<file path="src/hdl/rsfp_ram.sv">
// Generic single-write, single-read RAM with registered read data.
`timescale 1ns / 1ps

module rsfp_ram #(
  parameter int WIDTH = 8,
  parameter int DEPTH = 16,
  localparam int AW = (DEPTH > 1) ? $clog2(DEPTH) : 1
) (
  input  logic             clk,
  input  logic             we,
  input  logic [AW-1:0]    waddr,
  input  logic [WIDTH-1:0] wdata,
  input  logic [AW-1:0]    raddr,
  output logic [WIDTH-1:0] rdata
);

  logic [WIDTH-1:0] mem [DEPTH];

  always_ff @(posedge clk) begin
    if (we) begin
      mem[waddr] <= wdata;
    end
    rdata <= mem[raddr];
  end

endmodule

</file>
<file path="config.mk">
export PLATFORM = sky130hd
export DESIGN_NAME = rsfp_ram
export DESIGN_NICKNAME = d
export VERILOG_FILES = /design/src/hdl/rsfp_ram.sv
export SDC_FILE = /design/constraint.sdc
export NUM_CORES = 1
export LEC_CHECK = 0
export BUFFER_PORTS_ARGS = -buffer_cell sky130_fd_sc_hd__buf_2
export CAP_MARGIN = 20
export CELL_PAD_IN_SITES_DETAIL_PLACEMENT = 1
export CELL_PAD_IN_SITES_GLOBAL_PLACEMENT = 1
export CORE_UTILIZATION = 26
export CTS_CLUSTER_SIZE = 20
export DETAILED_ROUTE_END_ITERATION = 8
export PLACE_DENSITY = 0.52
export SLEW_MARGIN = 20
export SYNTH_ARGS = -nofsm -noshare
export SYNTH_HDL_FRONTEND = slang
export SYNTH_SLANG_ARGS = --single-unit
</file>
<file path="constraint.sdc">
create_clock -name clk -period 2.3 [get_ports clk]
set_input_delay 0.46 -clock clk [delete_from_list [all_inputs] [get_ports clk]]
set_output_delay 0.46 -clock clk [all_outputs]
set_load 0.05 [all_outputs]
</file>
==> flow_metrics.env, run 1 <==
export IMPL_path_delay_family="flip-flops"
export IMPL_synth_top_area_share=0.747
export IMPL_yosysWarnings=0
export IMPL_fin_tns_setup_ns=0
export IMPL_synthCells=229
export IMPL_synth_adder_area_share=0
export IMPL_cts_buffer_depth=2
export IMPL_clkTransAtPathRegs_ns=0.06
export IMPL_avgViaCountPerCell=4.35
export IMPL_drive_above_1_share=0.321
export IMPL_ios=26
export IMPL_ys_types=19
export IMPL_report_final_slew_viol_count=0
export IMPL_max_slew_margin=0.597
export IMPL_antennaDiodeCount=0
export IMPL_antenna_found_initial=0
export IMPL_synth_top_cells_by_count="128 x edfxtp_1, 18 x mux4_2, 16 x a22oi_1"
export IMPL_cts_buffers=17
export IMPL_worstHoldEndpoint="mem[6][3]$_DFFE_PP_"
export IMPL_port_buffers=25
export IMPL_fin_skew_ns=0.00620
export IMPL_synth_xor_area_share=0
export IMPL_initial_core_util=0.264
export IMPL_async_reset_ff_frac=0
export IMPL_fp_dieW_um=143
export IMPL_irDropWorstVdd_v=0.000381
export IMPL_worst_path_max_fanout=1
export IMPL_cts_tree="yes"
export IMPL_fin_ws_ns=0.750
export IMPL_core_area_um2=19500
export IMPL_rsz0062_at_grt="false"
export IMPL_max_freq_mhz=645
export IMPL_synth_edf_count=128
export IMPL_synth_top_family_by_area="multiplexers"
export IMPL_syn_area_per_cell_um2=22.5
export IMPL_worstSetupPathType="flop to primary output"
export IMPL_synthToLayoutAreaGrowth_pct=23.5
export IMPL_hold_path_class="input pin to flop"
export IMPL_cts_max_level=4
export IMPL_synth_top_area_cell="edfxtp_1"
export IMPL_first_pass_iters=4
export IMPL_row_count=51
export IMPL_die_height_um=143
export IMPL_cts_resized=0
export IMPL_drtAntennaViolNets=0
export IMPL_netlist_area_um2=5150
export IMPL_synth_simple_area_share=0.0318
export IMPL_synth_compound_area_frac=0.0233
export IMPL_routed_wl_um=11200
export IMPL_cellLeakagePower_nw=2.14
export IMPL_design_die_area_um2=20400
export IMPL_worst_slew_pin_slew_ns=0.602
export IMPL_crit_chain="buf_2"
export IMPL_ys_flop_type="edfxtp_1"
export IMPL_hold_start="wdata[3]"
export IMPL_worstPathArrival_ns=1.09
export IMPL_worst_r2r_path_depth=3
export IMPL_grt_max_degree=33
export IMPL_muxShareOfSynthArea=0.150
export IMPL_nets=304
export IMPL_pre_cts_slack_ns=0.314
export IMPL_required_ns=1.84
export IMPL_cts_setup_buffers=0
export IMPL_power_density_nw_per_um2=944
export IMPL_yosysMostFrequentCell="edfxtp_1"
export IMPL_synth_seq_area_share=0.778
export IMPL_drt_iter0_drc=170
export IMPL_setup_violations=0
export IMPL_hold_buffers=0
export IMPL_cts_sinks=136
export IMPL_max_cap_violations=0
export IMPL_gp_congestion=0.652
export IMPL_cp_start_kind="flop"
export IMPL_synthTopCellsByArea="edfxtp_1 75%, mux4_2 7.9%, mux4_1 7.1%, dfxtp_1 3.1%, a22oi_1 2.3%"
export IMPL_rr_endpoint="rdata[0]$_DFF_P_"
export IMPL_grt_pass1_vias=2602
export IMPL_drc=0
export IMPL_vias=2455
export IMPL_hold_viol_final=0
export IMPL_holdPathStages=1
export IMPL_crit_path_end_kind="primary output"
export IMPL_path_buf_inv=1
export IMPL_slowest_stage="dfxtp_1"
export IMPL_fin_crit_sh=0.674
export IMPL_status="finished, final reports clean"
export IMPL_grt_pass1_wl_um=16800
export IMPL_syn_nets=247
export IMPL_grt_usage=0.122
export IMPL_r2r_start="mem[1][0]$_DFFE_PP_"
export IMPL_overflow=0
export IMPL_rrSetupSlack_ns=0.93
export IMPL_cts_root_buffer="clkbuf_16"
export IMPL_avgRoutedWirePerCell_um=19.8
export IMPL_synth_seq_cells=136
export IMPL_insertion_delay_ns=0.41
export IMPL_period_needed_ns=1.55
export IMPL_critPathMaxStageDelay_ns=0.39
export IMPL_hpwlAfterDp_um=7230
==> metrics by stage <==
step	instances	hold slack [ns]	util	cell area [um^2]	power, mW
after floorplan	229	0.559	-	5150	3.03
final	564	0.437	0.327	6360	6.00
after global routing	564	0.433	0.327	6360	6.19
after detailed placement	532	0.668	0.294	5720	3.17
after CTS	564	0.417	0.327	6360	6.08
after global placement	532	0.662	0.294	5720	3.16
==> power by group <==
part	internal [mW]	switching, mW
combinational	0.114	0.205
clock	1.95	0.946
sequential	2.77	0.0179
==> worst max-delay path by stage <==
| stage | start | to | slack [ns] | depth (start not counted) |
|---|---|---|---|---|
| after floorplan | waddr[2] | mem[0][0]$_DFFE_PP_ | 0.35 | 2 |
| after global placement | raddr[0] | rdata[1]$_DFF_P_ | 0.31 | 5 |
| after detailed placement | raddr[0] | rdata[1]$_DFF_P_ | 0.31 | 5 |
| after CTS | rdata[7]$_DFF_P_ | rdata[7] | 0.73 | 1 |
| after global routing | raddr[0] | rdata[1]$_DFF_P_ | 0.67 | 5 |
| final | rdata[6]$_DFF_P_ | rdata[6] | 0.75 | 1 |
==> metal layers <==
| metal | track usage | part of all wire | up-vias |
|---|---|---|---|
| met1 | 0.159 | 0.47 | 1299 |
| met3 | 0.0362 | 0.039 | 12 |
| met4 | 0.0577 | 0.016 | 0 |
| met5 | 0 | 0 | - |
| li1 | - | - | 1086 |
| met2 | 0.187 | 0.48 | 58 |
==> registers in the layout, summed over array words and instances (netlist names) <==
name / flops
rdata: 8
mem: 128
==> final cells by class <==
cell class | instances | area [um^2]
Fill cell | 1940 | 13100
Clock inverter | 9 | 143
Timing Repair Buffer | 48 | 323
Multi-Input combinational cell | 83 | 1060
Clock buffer | 23 | 498
Tap cell | 265 | 332
Sequential cell | 136 | 4000
==> placed cells by master (no fill, tap or decap), types with 5 or more instances in the layout <==
| cell | Yosys | routed |
|---|---|---|
| buf_2 | 3 | 25 |
| dfxtp_1 | 8 | 8 |
| buf_4 | 1 | 21 |
| nand2_1 | 9 | 9 |
| edfxtp_1 | 128 | 128 |
| nor2_1 | 13 | 13 |
| mux4_1 | 14 | 14 |
| clkbuf_8 | 0 | 5 |
| a22oi_1 | 16 | 16 |
| clkbuf_16 | 0 | 17 |
| mux4_2 | 18 | 18 |
==> cells by family (layout without fill, tap and decap cells) <==
family          after synthesis  count (layout)
flops                       136             136
simple gates                 35              35
compound gates               16              16
buf+inv                      10              80
mux                          32              32
(Power assumes the default switching activity.)
==> run 2: changes to the inputs <==
--- a/config.mk
+++ b/config.mk
@@ -12,7 +12,7 @@
 export CORE_UTILIZATION = 26
 export CTS_CLUSTER_SIZE = 20
 export DETAILED_ROUTE_END_ITERATION = 8
-export PLACE_DENSITY = 0.52
+export PLACE_DENSITY = 0.54
 export SLEW_MARGIN = 20
 export SYNTH_ARGS = -nofsm -noshare
 export SYNTH_HDL_FRONTEND = slang
==> constraint.sdc (replaced) <==
create_clock -name clk -period 1.3 [get_ports clk]
set_input_delay 0.26 -clock clk [delete_from_list [all_inputs] [get_ports clk]]
set_output_delay 0.26 -clock clk [all_outputs]
set_load 0.05 [all_outputs]
==> flow_metrics.env, run 2 (synthesis gave the netlist of run 1 again) <==
export IMPL_status="finished, final reports clean"
export IMPL_setup_violations=0
export IMPL_hold_path_class="input pin to flop"
export IMPL_drtAntennaViolNets=0
export IMPL_antennaDiodeCount=0
export IMPL_fin_cells=576
export IMPL_worstPathArrival_ns=1.58
export IMPL_overflow=0
export IMPL_worst_path_max_fanout=1
export IMPL_grt_usage=0.121
export IMPL_cts_sinks=136
export IMPL_critPathMaxStageDelay_ns=0.49
export IMPL_cts_buffers=17
export IMPL_largest_reg_flops=128
export IMPL_worst_r2r_path_depth=3
export IMPL_cts_tree="yes"
export IMPL_holdPathStages=1
export IMPL_report_final_slew_viol_count=0
export IMPL_crit_path_end_kind="flop"
export IMPL_required_ns=1.60
export IMPL_nets=316
export IMPL_drt_iter0_drc=226
export IMPL_cts_setup_buffers=0
export IMPL_avgViaCountPerCell=4.29
export IMPL_irDropWorstVdd_v=0.000901
export IMPL_insertion_delay_ns=0.41
export IMPL_fp_dieW_um=143
export IMPL_crit_chain="mux4_2, a22oi_2, nand2_1"
export IMPL_max_cap_violations=0
export IMPL_core_area_um2=19500
export IMPL_p_comb_frac=0.065
export IMPL_clockPowerShare=0.442
export IMPL_place_area_um2=5840
export IMPL_initial_core_util=0.264
export IMPL_final_cell_mix="128 x edfxtp_1, 32 x buf_4, 30 x mux4_2, 19 x buf_2, 17 x clkbuf_16"
export IMPL_fin_skew_ns=0.00466
export IMPL_first_pass_iters=4
export IMPL_cts_max_level=4
export IMPL_hold_buffers=0
export IMPL_stdcell_area_um2=6450
export IMPL_path_buf_inv=0
export IMPL_vias=2471
export IMPL_hold_viol_final=0
export IMPL_sw_frac_of_total=0.208
export IMPL_regMostFlops="mem"
export IMPL_antenna_found_initial=0
export IMPL_fin_ws_ns=0.0165
export IMPL_drc=0
export IMPL_slowest_stage="mux4_2"
export IMPL_pre_cts_slack_ns=-0.459
export IMPL_seqPwrFrac=0.493
export IMPL_port_buffers=25
export IMPL_ios=26
export IMPL_row_count=51
export IMPL_max_freq_mhz=779
export IMPL_worstSetupPathType="flop to flop"
export IMPL_power_density_nw_per_um2=1550
export IMPL_power_internal_mw=7.94
export IMPL_grt_pass1_wl_um=16500
export IMPL_grt_pass1_vias=2600
export IMPL_fin_util=0.331
export IMPL_p_sw_mw=2.09
export IMPL_largest_registers="mem (128), rdata (8)"
export IMPL_worst_slew_pin_slew_ns=0.965
export IMPL_synthToLayoutAreaGrowth_pct=25.3
export IMPL_cts_buffer_depth=2
export IMPL_rsz0062_at_grt="true"
export IMPL_max_slew_margin=0.354
export IMPL_path_delay_family="multiplexers"
export IMPL_clkTransAtPathRegs_ns=0.05
export IMPL_grt_max_degree=17
export IMPL_cp_start_kind="flop"
export IMPL_die_height_um=143
export IMPL_fin_crit_sh=0.987
export IMPL_design_die_area_um2=20400
export IMPL_cp_depth=3
export IMPL_placed_cells=544
export IMPL_cellLeakagePower_nw=2.14
export IMPL_fillers=1953
export IMPL_period_needed_ns=1.28
export IMPL_gp_congestion=0.653
export IMPL_routed_wl_um=11000
export IMPL_cts_root_buffer="clkbuf_16"
export IMPL_final_common_cell="edfxtp_1"
export IMPL_hpwlAfterDp_um=7510
export IMPL_avgRoutedWirePerCell_um=19.1
export IMPL_drive_above_1_share=0.431
## run 2: cell count changes in the layout (fill, tap and decap cells not counted), sizes merged
cell      delta
clkbuf       -2
clkinvlp     +1
buf         +11
bufinv       -2
clkinv       +4
## run 2: cell type report
cell class / count / area (um^2) / area share
flip-flops and latches: 136 / 4010 / 0.621
multi-input cells: 83 / 1090 / 0.169
repair buffers: 60 / 477 / 0.0739
clock buffers: 20 / 437 / 0.0677
well taps: 265 / 332 / 0.0514
clock inverters: 12 / 109 / 0.0169
## run 2: worst paths after layout
path,from,endpoint,slack [ns]
max,mem[3][7]$_DFFE_PP_,rdata[7]$_DFF_P_,0.02
min,wdata[7],mem[1][7]$_DFFE_PP_,0.24
max reg2reg,mem[3][7]$_DFFE_PP_,rdata[7]$_DFF_P_,0.02
min reg2reg,mem[4][3]$_DFFE_PP_,rdata[3]$_DFF_P_,0.67
## run 2: stage by stage
stage | power [mW] | hold slack, ns | setup TNS (ns)
floorplan | 5.39 | 0.359 | -0.690
global placement | 5.65 | 0.656 | -17.31
detailed placement | 5.66 | 0.671 | -21.94
CTS | 10.1 | 0.228 | 0
global route | 10.3 | 0.242 | -0.197
finish | 10.0 | 0.240 | 0
## run 2: metal layers
metal  wire, um  global-route usage  vias to the layer above  share of wire
li1           -                   -                     1103              -
met1       4850               0.160                     1291           0.44
met2       5330               0.183                       63           0.48
met3        665              0.0349                       14          0.060
met4        159              0.0543                        0          0.014
met5          0                   0                        -              0
## run 2: power groups by stage
stage | Sequential (mW) | Combinational [mW] | Clock, mW
floorplan | 5.12 | 0.274 | 0
global placement | 5.03 | 0.614 | 0
detailed placement | 5.04 | 0.625 | 0
CTS | 4.95 | 0.658 | 4.51
global route | 4.96 | 0.699 | 4.67
finish | 4.95 | 0.647 | 4.43
## run 2: what timing repair did
| item | in CTS | in global routing |
|---|---|---|
| setup endpoints to repair | 13 | 8 |
| gates resized for setup | 18 | 2 |
| pin swaps | 2 | 2 |
